<file path="src/svpwm_pkg.sv">
// Package of the space-vector PWM duty unit: word types, codes and the shaping table.
// Depends on nothing; used by the unit and its checker.
`default_nettype none

package svpwm_pkg;

  localparam int unsigned PhaseW = 11;
  localparam int unsigned DutyW  = 8;
  localparam int unsigned IdxW   = 8;
  localparam int unsigned OffW   = 9;
  localparam int unsigned ProdW  = 16;
  localparam int unsigned Latency = 4;

  localparam logic [1:0] SecFirst  = 2'd0;
  localparam logic [1:0] SecSecond = 2'd1;
  localparam logic [1:0] SecThird  = 2'd2;
  localparam logic [1:0] SecBad    = 2'd3;

  localparam logic [1:0] RegLow  = 2'd0;
  localparam logic [1:0] RegHigh = 2'd3;

  typedef struct packed {
    logic [PhaseW-1:0] phase_position;
    logic [DutyW-1:0]  amplitude;
  } cmd_t;

  typedef struct packed {
    logic [DutyW-1:0] duty_first;
    logic [DutyW-1:0] duty_second;
    logic [DutyW-1:0] duty_third;
  } res_t;

  localparam logic [7:0] ShapeRom [256] = '{
    8'd255, 8'd255, 8'd255, 8'd255, 8'd255, 8'd255, 8'd255, 8'd255,
    8'd255, 8'd255, 8'd255, 8'd255, 8'd255, 8'd255, 8'd255, 8'd255,
    8'd255, 8'd255, 8'd255, 8'd255, 8'd255, 8'd255, 8'd254, 8'd254,
    8'd254, 8'd254, 8'd254, 8'd254, 8'd254, 8'd254, 8'd254, 8'd254,
    8'd254, 8'd254, 8'd254, 8'd254, 8'd254, 8'd254, 8'd253, 8'd253,
    8'd253, 8'd253, 8'd253, 8'd253, 8'd253, 8'd253, 8'd253, 8'd253,
    8'd253, 8'd252, 8'd252, 8'd252, 8'd252, 8'd252, 8'd252, 8'd252,
    8'd252, 8'd252, 8'd251, 8'd251, 8'd251, 8'd251, 8'd251, 8'd251,
    8'd251, 8'd251, 8'd250, 8'd250, 8'd250, 8'd250, 8'd250, 8'd250,
    8'd250, 8'd249, 8'd249, 8'd249, 8'd249, 8'd249, 8'd249, 8'd248,
    8'd248, 8'd248, 8'd248, 8'd248, 8'd248, 8'd247, 8'd247, 8'd247,
    8'd247, 8'd247, 8'd246, 8'd246, 8'd246, 8'd246, 8'd246, 8'd245,
    8'd245, 8'd245, 8'd245, 8'd245, 8'd244, 8'd244, 8'd244, 8'd244,
    8'd244, 8'd243, 8'd243, 8'd243, 8'd243, 8'd243, 8'd242, 8'd242,
    8'd242, 8'd242, 8'd241, 8'd241, 8'd241, 8'd241, 8'd240, 8'd240,
    8'd240, 8'd240, 8'd239, 8'd239, 8'd239, 8'd239, 8'd238, 8'd238,
    8'd238, 8'd237, 8'd236, 8'd236, 8'd235, 8'd234, 8'd233, 8'd232,
    8'd232, 8'd231, 8'd230, 8'd229, 8'd228, 8'd228, 8'd227, 8'd226,
    8'd225, 8'd224, 8'd224, 8'd223, 8'd222, 8'd221, 8'd220, 8'd219,
    8'd219, 8'd218, 8'd217, 8'd216, 8'd215, 8'd215, 8'd214, 8'd213,
    8'd212, 8'd211, 8'd210, 8'd210, 8'd209, 8'd208, 8'd207, 8'd206,
    8'd205, 8'd204, 8'd204, 8'd203, 8'd202, 8'd201, 8'd200, 8'd199,
    8'd198, 8'd198, 8'd197, 8'd196, 8'd195, 8'd194, 8'd193, 8'd192,
    8'd192, 8'd191, 8'd190, 8'd189, 8'd188, 8'd187, 8'd186, 8'd186,
    8'd185, 8'd184, 8'd183, 8'd182, 8'd181, 8'd180, 8'd179, 8'd179,
    8'd178, 8'd177, 8'd176, 8'd175, 8'd174, 8'd173, 8'd172, 8'd171,
    8'd171, 8'd170, 8'd169, 8'd168, 8'd167, 8'd166, 8'd165, 8'd164,
    8'd163, 8'd163, 8'd162, 8'd161, 8'd160, 8'd159, 8'd158, 8'd157,
    8'd156, 8'd155, 8'd155, 8'd154, 8'd153, 8'd152, 8'd151, 8'd150,
    8'd149, 8'd148, 8'd147, 8'd146, 8'd146, 8'd145, 8'd144, 8'd143,
    8'd142, 8'd141, 8'd140, 8'd139, 8'd138, 8'd137, 8'd137, 8'd136,
    8'd135, 8'd134, 8'd133, 8'd132, 8'd131, 8'd130, 8'd129, 8'd128
  };

endpackage

`default_nettype wire

</file>
<file path="src/svpwm_duty_from_phase_unit.sv">
// Space-vector PWM duty unit: three compare values from a phase and an amplitude.
// Depends on svpwm_pkg for the word types and the shaping table.
//
// Usage: drive a command word on cmd_i and raise start_i for one cycle per word.
// A word is taken at every rising edge where start_i is high and busy_o is low.
// busy_o stays low: a new word may be issued in every cycle, one word per cycle.
// Each command gives one result word on res_o, marked by res_valid_o for exactly
// one cycle, once the command has passed the four register stages named below.
// The four register stages are: input and section decode, shaping table read,
// complement and amplitude multiply, divide by full scale and channel rotation.
// The receiver cannot stall; results leave in command order.
// Reset clears all valid bits, so no result appears that was not commanded.
`default_nettype none

module svpwm_duty_from_phase_unit (
  input  wire logic            clk_i,
  input  wire logic            rst_ni,
  input  wire logic            start_i,
  input  svpwm_pkg::cmd_t      cmd_i,
  output logic                 busy_o,
  output logic                 res_valid_o,
  output svpwm_pkg::res_t      res_o
);
  import svpwm_pkg::*;

  logic            accept;
  logic [1:0]      sec_d;
  logic [OffW-1:0] off;
  logic [1:0]      region;
  logic [IdxW-1:0] idx_a_d, idx_b_d;
  logic [OffW-1:0] diff_b;
  logic            inv_a_d, inv_b_d, c_from_b_d;

  logic            v1_q, v2_q, v3_q, vo_q;
  logic [1:0]      sec1_q, sec2_q, sec3_q;
  logic [IdxW-1:0] idx_a_q, idx_b_q;
  logic            inv_a1_q, inv_b1_q, cb1_q;
  logic            inv_a2_q, inv_b2_q, cb2_q;
  logic [DutyW-1:0] amp1_q, amp2_q;
  logic [DutyW-1:0] wa_q, wb_q;
  logic [DutyW-1:0] a_val, b_val, c_val;
  logic [ProdW-1:0] pa_q, pb_q, pc_q;
  logic [DutyW-1:0] qa, qb, qc;
  res_t             res_d, res_q;

  function automatic logic [DutyW-1:0] div_fs(input logic [ProdW-1:0] p);
    logic [ProdW:0] s;
    s = {1'b0, p} + {9'd0, p[ProdW-1:8]} + 17'd1;
    return s[ProdW:8] == 9'd0 ? 8'd0 : s[15:8];
  endfunction

  assign busy_o = 1'b0;
  assign accept = start_i && !busy_o;

  always_comb begin
    sec_d = cmd_i.phase_position[10:9];
    off   = cmd_i.phase_position[8:0];
    if (sec_d == SecBad) begin
      sec_d = SecFirst;
      off   = '0;
    end
    region = off[8:7];
    diff_b = 9'd383 - off;
    case (region)
      RegLow: begin
        idx_a_d    = {1'b0, ~off[6:0]};
        idx_b_d    = {1'b1, off[6:0]};
        inv_a_d    = 1'b0;
        inv_b_d    = 1'b1;
        c_from_b_d = 1'b0;
      end
      RegHigh: begin
        idx_a_d    = {1'b1, ~off[6:0]};
        idx_b_d    = {1'b0, off[6:0]};
        inv_a_d    = 1'b1;
        inv_b_d    = 1'b0;
        c_from_b_d = 1'b1;
      end
      default: begin
        idx_a_d    = off[7:0] - 8'd128;
        idx_b_d    = diff_b[7:0];
        inv_a_d    = 1'b0;
        inv_b_d    = 1'b0;
        c_from_b_d = off[8];
      end
    endcase
  end

  always_comb begin
    a_val = inv_a2_q ? ~wa_q : wa_q;
    b_val = inv_b2_q ? ~wb_q : wb_q;
    c_val = cb2_q ? ~b_val : ~a_val;
  end

  always_comb begin
    qa = div_fs(pa_q);
    qb = div_fs(pb_q);
    qc = div_fs(pc_q);
    case (sec3_q)
      SecSecond: res_d = '{duty_first: qc, duty_second: qa, duty_third: qb};
      SecThird:  res_d = '{duty_first: qb, duty_second: qc, duty_third: qa};
      default:   res_d = '{duty_first: qa, duty_second: qb, duty_third: qc};
    endcase
  end

  always_ff @(posedge clk_i or negedge rst_ni) begin
    if (!rst_ni) begin
      v1_q <= 1'b0;
      v2_q <= 1'b0;
      v3_q <= 1'b0;
      vo_q <= 1'b0;
    end else begin
      v1_q <= accept;
      v2_q <= v1_q;
      v3_q <= v2_q;
      vo_q <= v3_q;
    end
  end

  always_ff @(posedge clk_i) begin
    sec1_q   <= sec_d;
    idx_a_q  <= idx_a_d;
    idx_b_q  <= idx_b_d;
    inv_a1_q <= inv_a_d;
    inv_b1_q <= inv_b_d;
    cb1_q    <= c_from_b_d;
    amp1_q   <= cmd_i.amplitude;

    sec2_q   <= sec1_q;
    wa_q     <= ShapeRom[idx_a_q];
    wb_q     <= ShapeRom[idx_b_q];
    inv_a2_q <= inv_a1_q;
    inv_b2_q <= inv_b1_q;
    cb2_q    <= cb1_q;
    amp2_q   <= amp1_q;

    sec3_q   <= sec2_q;
    pa_q     <= ProdW'(a_val) * ProdW'(amp2_q);
    pb_q     <= ProdW'(b_val) * ProdW'(amp2_q);
    pc_q     <= ProdW'(c_val) * ProdW'(amp2_q);

    res_q    <= res_d;
  end

  assign res_valid_o = vo_q;
  assign res_o       = res_q;

endmodule

`default_nettype wire

</file>
<file path="config.mk">
export PLATFORM = sky130hd
export DESIGN_NAME = svpwm_duty_from_phase_unit
export DESIGN_NICKNAME = d
export VERILOG_FILES = /design/src/svpwm_pkg.sv /design/src/svpwm_duty_from_phase_unit.sv
export SDC_FILE = /design/constraint.sdc
export NUM_CORES = 1
export LEC_CHECK = 0
export BUFFER_PORTS_ARGS = -buffer_cell sky130_fd_sc_hd__buf_2
export CAP_MARGIN = 0
export CORE_ASPECT_RATIO = 0.9
export CORE_UTILIZATION = 64
export CTS_CLUSTER_SIZE = 40
export DETAILED_ROUTE_END_ITERATION = 6
export PLACE_DENSITY = 0.82
export SLEW_MARGIN = 10
export SYNTH_ARGS = -nofsm -noshare
export SYNTH_HDL_FRONTEND = slang
export SYNTH_SLANG_ARGS = --single-unit
</file>
<file path="constraint.sdc">
create_clock -name clk_i -period 7.25 [get_ports clk_i]
set_clock_uncertainty 0.15 [all_clocks]
set_input_delay 0.725 -clock clk_i [delete_from_list [all_inputs] [get_ports clk_i]]
set_output_delay 0.725 -clock clk_i [all_outputs]
set_load 0.01 [all_outputs]
</file>
After elaboration in Yosys (flattened, before gate mapping)
Memory sizes are Yosys's and may differ from the RTL's. A register that Yosys moved wholly into a read port is not among the register bits.
Cells that the tools add are included.
{ "totals": {"out_inout_bits": 26, "reg_bits": 120, "wordCells": 64, "memories": 2, "input_bits": 22, "romBits": 4096} }
{ "classes": {"n_mul": 3, "n_mux": 13, "n_addsub": 8, "eq_ne": 4, "bitwise": 7, "n_reduce_logical": 4} }
{ "mem_list": {"columns": ["name", "depth", "word_bits", "read_ports", "rd_clocked_by_memory_dff", "wr", "line_no", "source"], "rows": [
  ["(no name shown)", 256, 8, 1, 1, 0, "svpwm_duty_from_phase_unit.sv:131", "wb_q <= ShapeRom[idx_b_q];"],
  ["(no name shown)", 256, 8, 1, 1, 0, "svpwm_duty_from_phase_unit.sv:130", "wa_q <= ShapeRom[idx_a_q];"]
]} }
{ "ops": {"columns": ["operator", "n"], "rows": [
  ["adder 16 x 8 -> 17 bit", 3],
  ["adder 17 x 1 -> 17 bit (second input constant)", 3],
  ["multiplier 8 x 8 -> 16 bit", 3],
  ["2-to-1 mux 8 bit", 6],
  ["one-hot mux 24 bit (2 select lines)", 1],
  ["inverter 8 bit", 4],
  ["one-hot mux 8 bit (2 select lines)", 2],
  ["zero test 9 bit", 3],
  ["inverter 8 -> 9 bit", 2],
  ["2-to-1 mux 9 bit", 1],
  ["subtractor 7 x 8 -> 8 bit (first input constant)", 1],
  ["subtractor 8 bit (second input constant)", 1],
  ["inverter 7 bit", 1],
  ["== test 2 bit (second input constant)", 3],
  ["== test 2 x 1 -> 1 bit (second input constant)", 1],
  ["zero test 2 bit", 1],
  ["2-to-1 mux 1 bit", 2],
  ["one-hot mux 1 bit (2 select lines)", 1]
]} }

Depth between registers and ports, before layout
{ "logic_depth": {"word_depth": 5, "ltp_mapped": 20, "ltp_nobuf": 19} }

Least setup slack after synthesis
Ideal clock, no wire load.
{ "synth_timing": {"kind": "reg-to-reg", "startpoint": "reg inv_a2_q", "endpoint": "reg pc_q[15]", "arrival_ps": 4824, "slack_ps": 2158, "path_stages_with_launch": 20, "t_required_ps": 6982, "synth_period_minus_slack_ps": 5092, "setup_ps": 118, "n_path_buf": 2, "cell_sequence": "dfxtp_1 > buf_2 > buf_2 > xor2_1 > mux2i_1 > and2_1 > fa_1 > fa_1 > inv_1 > fa_1 > fa_1 > inv_1 > ha_1 > o21a_1 > o31a_1 > o211ai_2 > a21oi_1 > a2111oi_4 > a21oi_2 > xnor2_1"} }
{ "synth_between": {"elab_chain_cells": 4} }
{ "synth_rtl": {"columns": ["item", "line_no", "source"], "rows": [
  ["start, declared", "svpwm_duty_from_phase_unit.sv:38", "logic inv_a2_q, inv_b2_q, cb2_q;"],
  ["start signal, assigned", "svpwm_duty_from_phase_unit.sv:132", "inv_a2_q <= inv_a1_q;"],
  ["2-to-1 mux 8 bit", "svpwm_duty_from_phase_unit.sv:90", "a_val = inv_a2_q ? ~wa_q : wa_q;"],
  ["inverter 8 bit", "svpwm_duty_from_phase_unit.sv:92", "c_val = cb2_q ? ~b_val : ~a_val;"],
  ["2-to-1 mux 8 bit", "svpwm_duty_from_phase_unit.sv:92", null],
  ["multiplier 8 x 8 -> 16 bit", "svpwm_duty_from_phase_unit.sv:140", "pc_q <= ProdW'(c_val) * ProdW'(amp2_q);"],
  ["end signal, assigned", "svpwm_duty_from_phase_unit.sv:140", null],
  ["end, declared", "svpwm_duty_from_phase_unit.sv:42", "logic [ProdW-1:0] pa_q, pb_q, pc_q;"]
]} }
Every way passes these cells.
A chain may end at the register's enable or synchronous reset.

Worst setup path after layout
Same ends and word-level chain as after synthesis.

==> flow_summary.ini <==
[worst_setup_path]
crit_path_start_kind = register
worstSetupEndpoint = pc_q[15]$_DFF_P_
startpoint = inv_a2_q$_DFF_P_
rr_worst_depth = 17
timing.rr.end = pc_q[15]$_DFF_P_
rrSetupSlack_ns = 1.43
critPathMaxFanout = 16
cp-end-kind = register
path_class = reg -> reg
cp.required_ns = 7.42
timing.rr.start = inv_a2_q$_DFF_P_
arrival_ns = 5.99

[logic_synthesis]
ys_async_sr_fraction_pct = 3.01
netlist_top_cells_area = dfxtp_1, fa_1, ha_1
synth_cell_type_count = 74
syn_inst = 1555
synth_ff_type = dfxtp_1
yosys.area.top_type_share_pct = 19.2
yosysWarnings = 0
synth_edf_count = 0
yosysSeqAreaShare_pct = 19.9
avgSynthCellArea_um2 = 8.65
yosys.area.top_type = dfxtp_1
syn-num-nets = 1840
ys_ff_latch = 133
synth.cell_area_um2 = 13500

[drt]
route.detailed.drc = 0
num_vias = 10800
drt_first_iter_violations = 838
detail_route.vias_per_cell = 5.85
wirelength_mm = 29.8
first_pass_iters = 6
wl_per_cell_um = 16.2
ant_nets = 0

[sta]
fmax_mhz = 172
finalMaxSlewViolations = 0
relSlewSlack_pct = 18.5
setup_viol = 0
setup_tns_ns = 0
period_share_pct = 80.3
fin_crit_ns = 5.82
rsz0062_at_grt = no
timing.final.hold_violations = 0
worst_pin_slew_ns = 1.22

[clock_network]
root_buffer = clkbuf_16
clock-sinks = 133
path_clk_slew_ns = 0.07
cts.repair.resized = 0
cts_buffer_depth = 2
cts_tree = yes
post_cts_buffers = 0
clk_latency_ns = 0.44
htreeDepth = 4
cts_buffers = 17

[grt]
grtUsageTotal_pct = 28.8
first_global_vias = 10500
grt_pass1_wl_mm = 50.3
overflow = 0
antenna_found_initial = 0
grt_max_degree = 51

[floorplanning]
core.rowCount = 49
chipHeight_um = 140
dieArea_um2 = 21600
die_x_um = 155
pin_count = 48
initial_core_util_pct = 66.3
design.core.area_um2 = 20300

[hold_path]
hp-class = reg -> reg

[place]
gp_congestion = 0.904
portBuffers = 46
dp_hpwl_mm = 22.1

[final_layout]
syn_to_final_growth_pct = 6.51
antenna_cells = 0
layout-drive-gt1-share_pct = 8.64
nFillCells = 1515
nets = 1834

[outcome]
outcome = completed

[job]
cap_viol_max_count = 0
==> cell families after synthesis <==
kind of cell | after synthesis | share of synthesized area, %
AOI/OAI and AO/OA | 305 | 15.6
xor gates and xnor gates | 71 | 4.62
adders and majority gates | 264 | 30.6
buffers and inverters | 262 | 7.93
DFF | 133 | 19.9
muxes | 30 | 2.74
other | 1 | 0.0279
and+or+nand+nor | 489 | 18.6
==> metrics by stage <==
| stage | cell area, um2 | hold slack [ns] | cells | util [%] | worst slack (ns) |
|---|---|---|---|---|---|
| 3_5_place_dp | 13700 | 0.163 | 1809 | 67.6 | 1.45 |
| 2_1_floorplan | 13500 | 0.160 | 1555 | - | 2.16 |
| 5_1_grt | 14300 | 0.179 | 1842 | 70.6 | 1.12 |
| 3_3_place_gp | 13700 | 0.161 | 1809 | 67.6 | 1.67 |
| 4_1_cts | 14300 | 0.177 | 1842 | 70.6 | 1.46 |
| 6_report | 14300 | 0.175 | 1842 | 70.6 | 1.43 |
==> area by class of cell <==
type | instances | area (um2) | area share (%)
multi-input cells | 1160 | 9710 | 67.7
flip-flops and latches | 133 | 2680 | 18.7
well taps | 280 | 350 | 2.44
repair buffers | 56 | 308 | 2.15
clock buffers | 17 | 425 | 2.97
inverters | 181 | 682 | 4.76
clock inverters | 15 | 178 | 1.24
==> placed cells by master, fill, tap and decap left out, drive strengths merged, types with 6 or more instances in the layout <==
master   instances
a2111oi          6
a211oi          13
a21oi           86
a221oi          11
a22oi           14
a31oi           12
and2           138
and3             7
buf             55
clkbuf          17
dfxtp          129
fa             108
ha             155
inv            190
mux2            15
mux2i           11
nand2          123
nand2b          19
nand3           35
nor2            85
nor2b           39
nor3            18
nor4             6
o211ai          19
o21a            13
o21ai           68
o221ai           7
o311ai          13
or2              6
xnor2           42
xor2            29
==> metal layers <==
| layer | wire (um) | track usage (%) | share of wire [%] |
|---|---|---|---|
| met3 | 1930 | 4.95 | 6.5 |
| met1 | 12700 | 37.2 | 43 |
| met5 | 0 | 0 | 0 |
| met4 | 806 | 10.7 | 2.7 |
| met2 | 14300 | 48.4 | 48 |
==> critical path, stage by stage, from the launching register on <==
cell and delay (ns):
dfxtp_1 0.78, xor2_1 0.57, mux2i_1 0.37, and2_1 0.29
fa_1 0.43, fa_1 0.49, inv_1 0.05, fa_1 0.48
fa_1 0.49, inv_1 0.04, ha_1 0.33, o21a_1 0.21
o31a_1 0.13, o211ai_2 0.16, a21oi_1 0.12, a2111oi_4 0.39
a21oi_2 0.10, xnor2_1 0.13
==> Yosys cell counts (4+ instances only) <==
| library cell | count |
|---|---|
| a2111oi_4 | 4 |
| a211oi_1 | 13 |
| a21o_1 | 4 |
| a21oi_1 | 83 |
| a221oi_1 | 11 |
| a22oi_1 | 14 |
| a311oi_1 | 5 |
| a31oi_1 | 12 |
| and2_1 | 138 |
| and3_1 | 7 |
| buf_2 | 23 |
| buf_4 | 6 |
| buf_6 | 4 |
| clkbuf_1 | 45 |
| dfrtp_1 | 4 |
| dfxtp_1 | 129 |
| fa_1 | 108 |
| ha_1 | 155 |
| inv_1 | 178 |
| mux2_2 | 15 |
| mux2i_1 | 11 |
| mux4_2 | 4 |
| nand2_1 | 122 |
| nand2b_1 | 19 |
| nand3_1 | 35 |
| nand4_1 | 5 |
| nor2_1 | 83 |
| nor2b_1 | 39 |
| nor3_1 | 18 |
| nor3b_1 | 4 |
| nor4_1 | 5 |
| o211ai_1 | 13 |
| o211ai_2 | 6 |
| o21a_1 | 13 |
| o21ai_0 | 65 |
| o221ai_1 | 7 |
| o22ai_1 | 5 |
| o311ai_0 | 12 |
| o31ai_1 | 4 |
| or2_2 | 4 |
| xnor2_1 | 42 |
| xor2_1 | 29 |
==> worst min path at each step <==
| stage | from | endpoint | depth (start not counted) |
|---|---|---|---|
| 6_report | amp1_q[0]$_DFF_P_ | amp2_q[0]$_DFF_P_ | 0 |
| 5_1_grt | inv_b1_q$_DFF_P_ | inv_b2_q$_DFF_P_ | 0 |
| 4_1_cts | inv_b1_q$_DFF_P_ | inv_b2_q$_DFF_P_ | 0 |
| 3_5_place_dp | inv_b1_q$_DFF_P_ | inv_b2_q$_DFF_P_ | 0 |
| 3_3_place_gp | amp1_q[0]$_DFF_P_ | amp2_q[0]$_DFF_P_ | 0 |
| 2_1_floorplan | amp1_q[0]$_DFF_P_ | amp2_q[0]$_DFF_P_ | 0 |
==> state kept, by name, summed over array words and instances, names as in the netlist, 2 cells and up <==
| register | cells |
|---|---|
| amp1_q | 8 |
| idx_b_q | 8 |
| pc_q | 16 |
| sec1_q | 2 |
| wb_q | 7 |
| sec3_q | 2 |
| pa_q | 16 |
| idx_a_q | 7 |
| sec2_q | 2 |
| amp2_q | 8 |
| wa_q | 7 |
| res_o | 24 |
| pb_q | 16 |
==> timing repair <==
action / 4_1_cts / 5_1_grt
endpoints found under the setup margin: 0 / 0
endpoints found under the hold margin: 4 / 0
hold buffers: 1 / 0
Power is not shown: default switching activity piles up to over one toggle a cycle in this logic, so the estimate is an artifact.
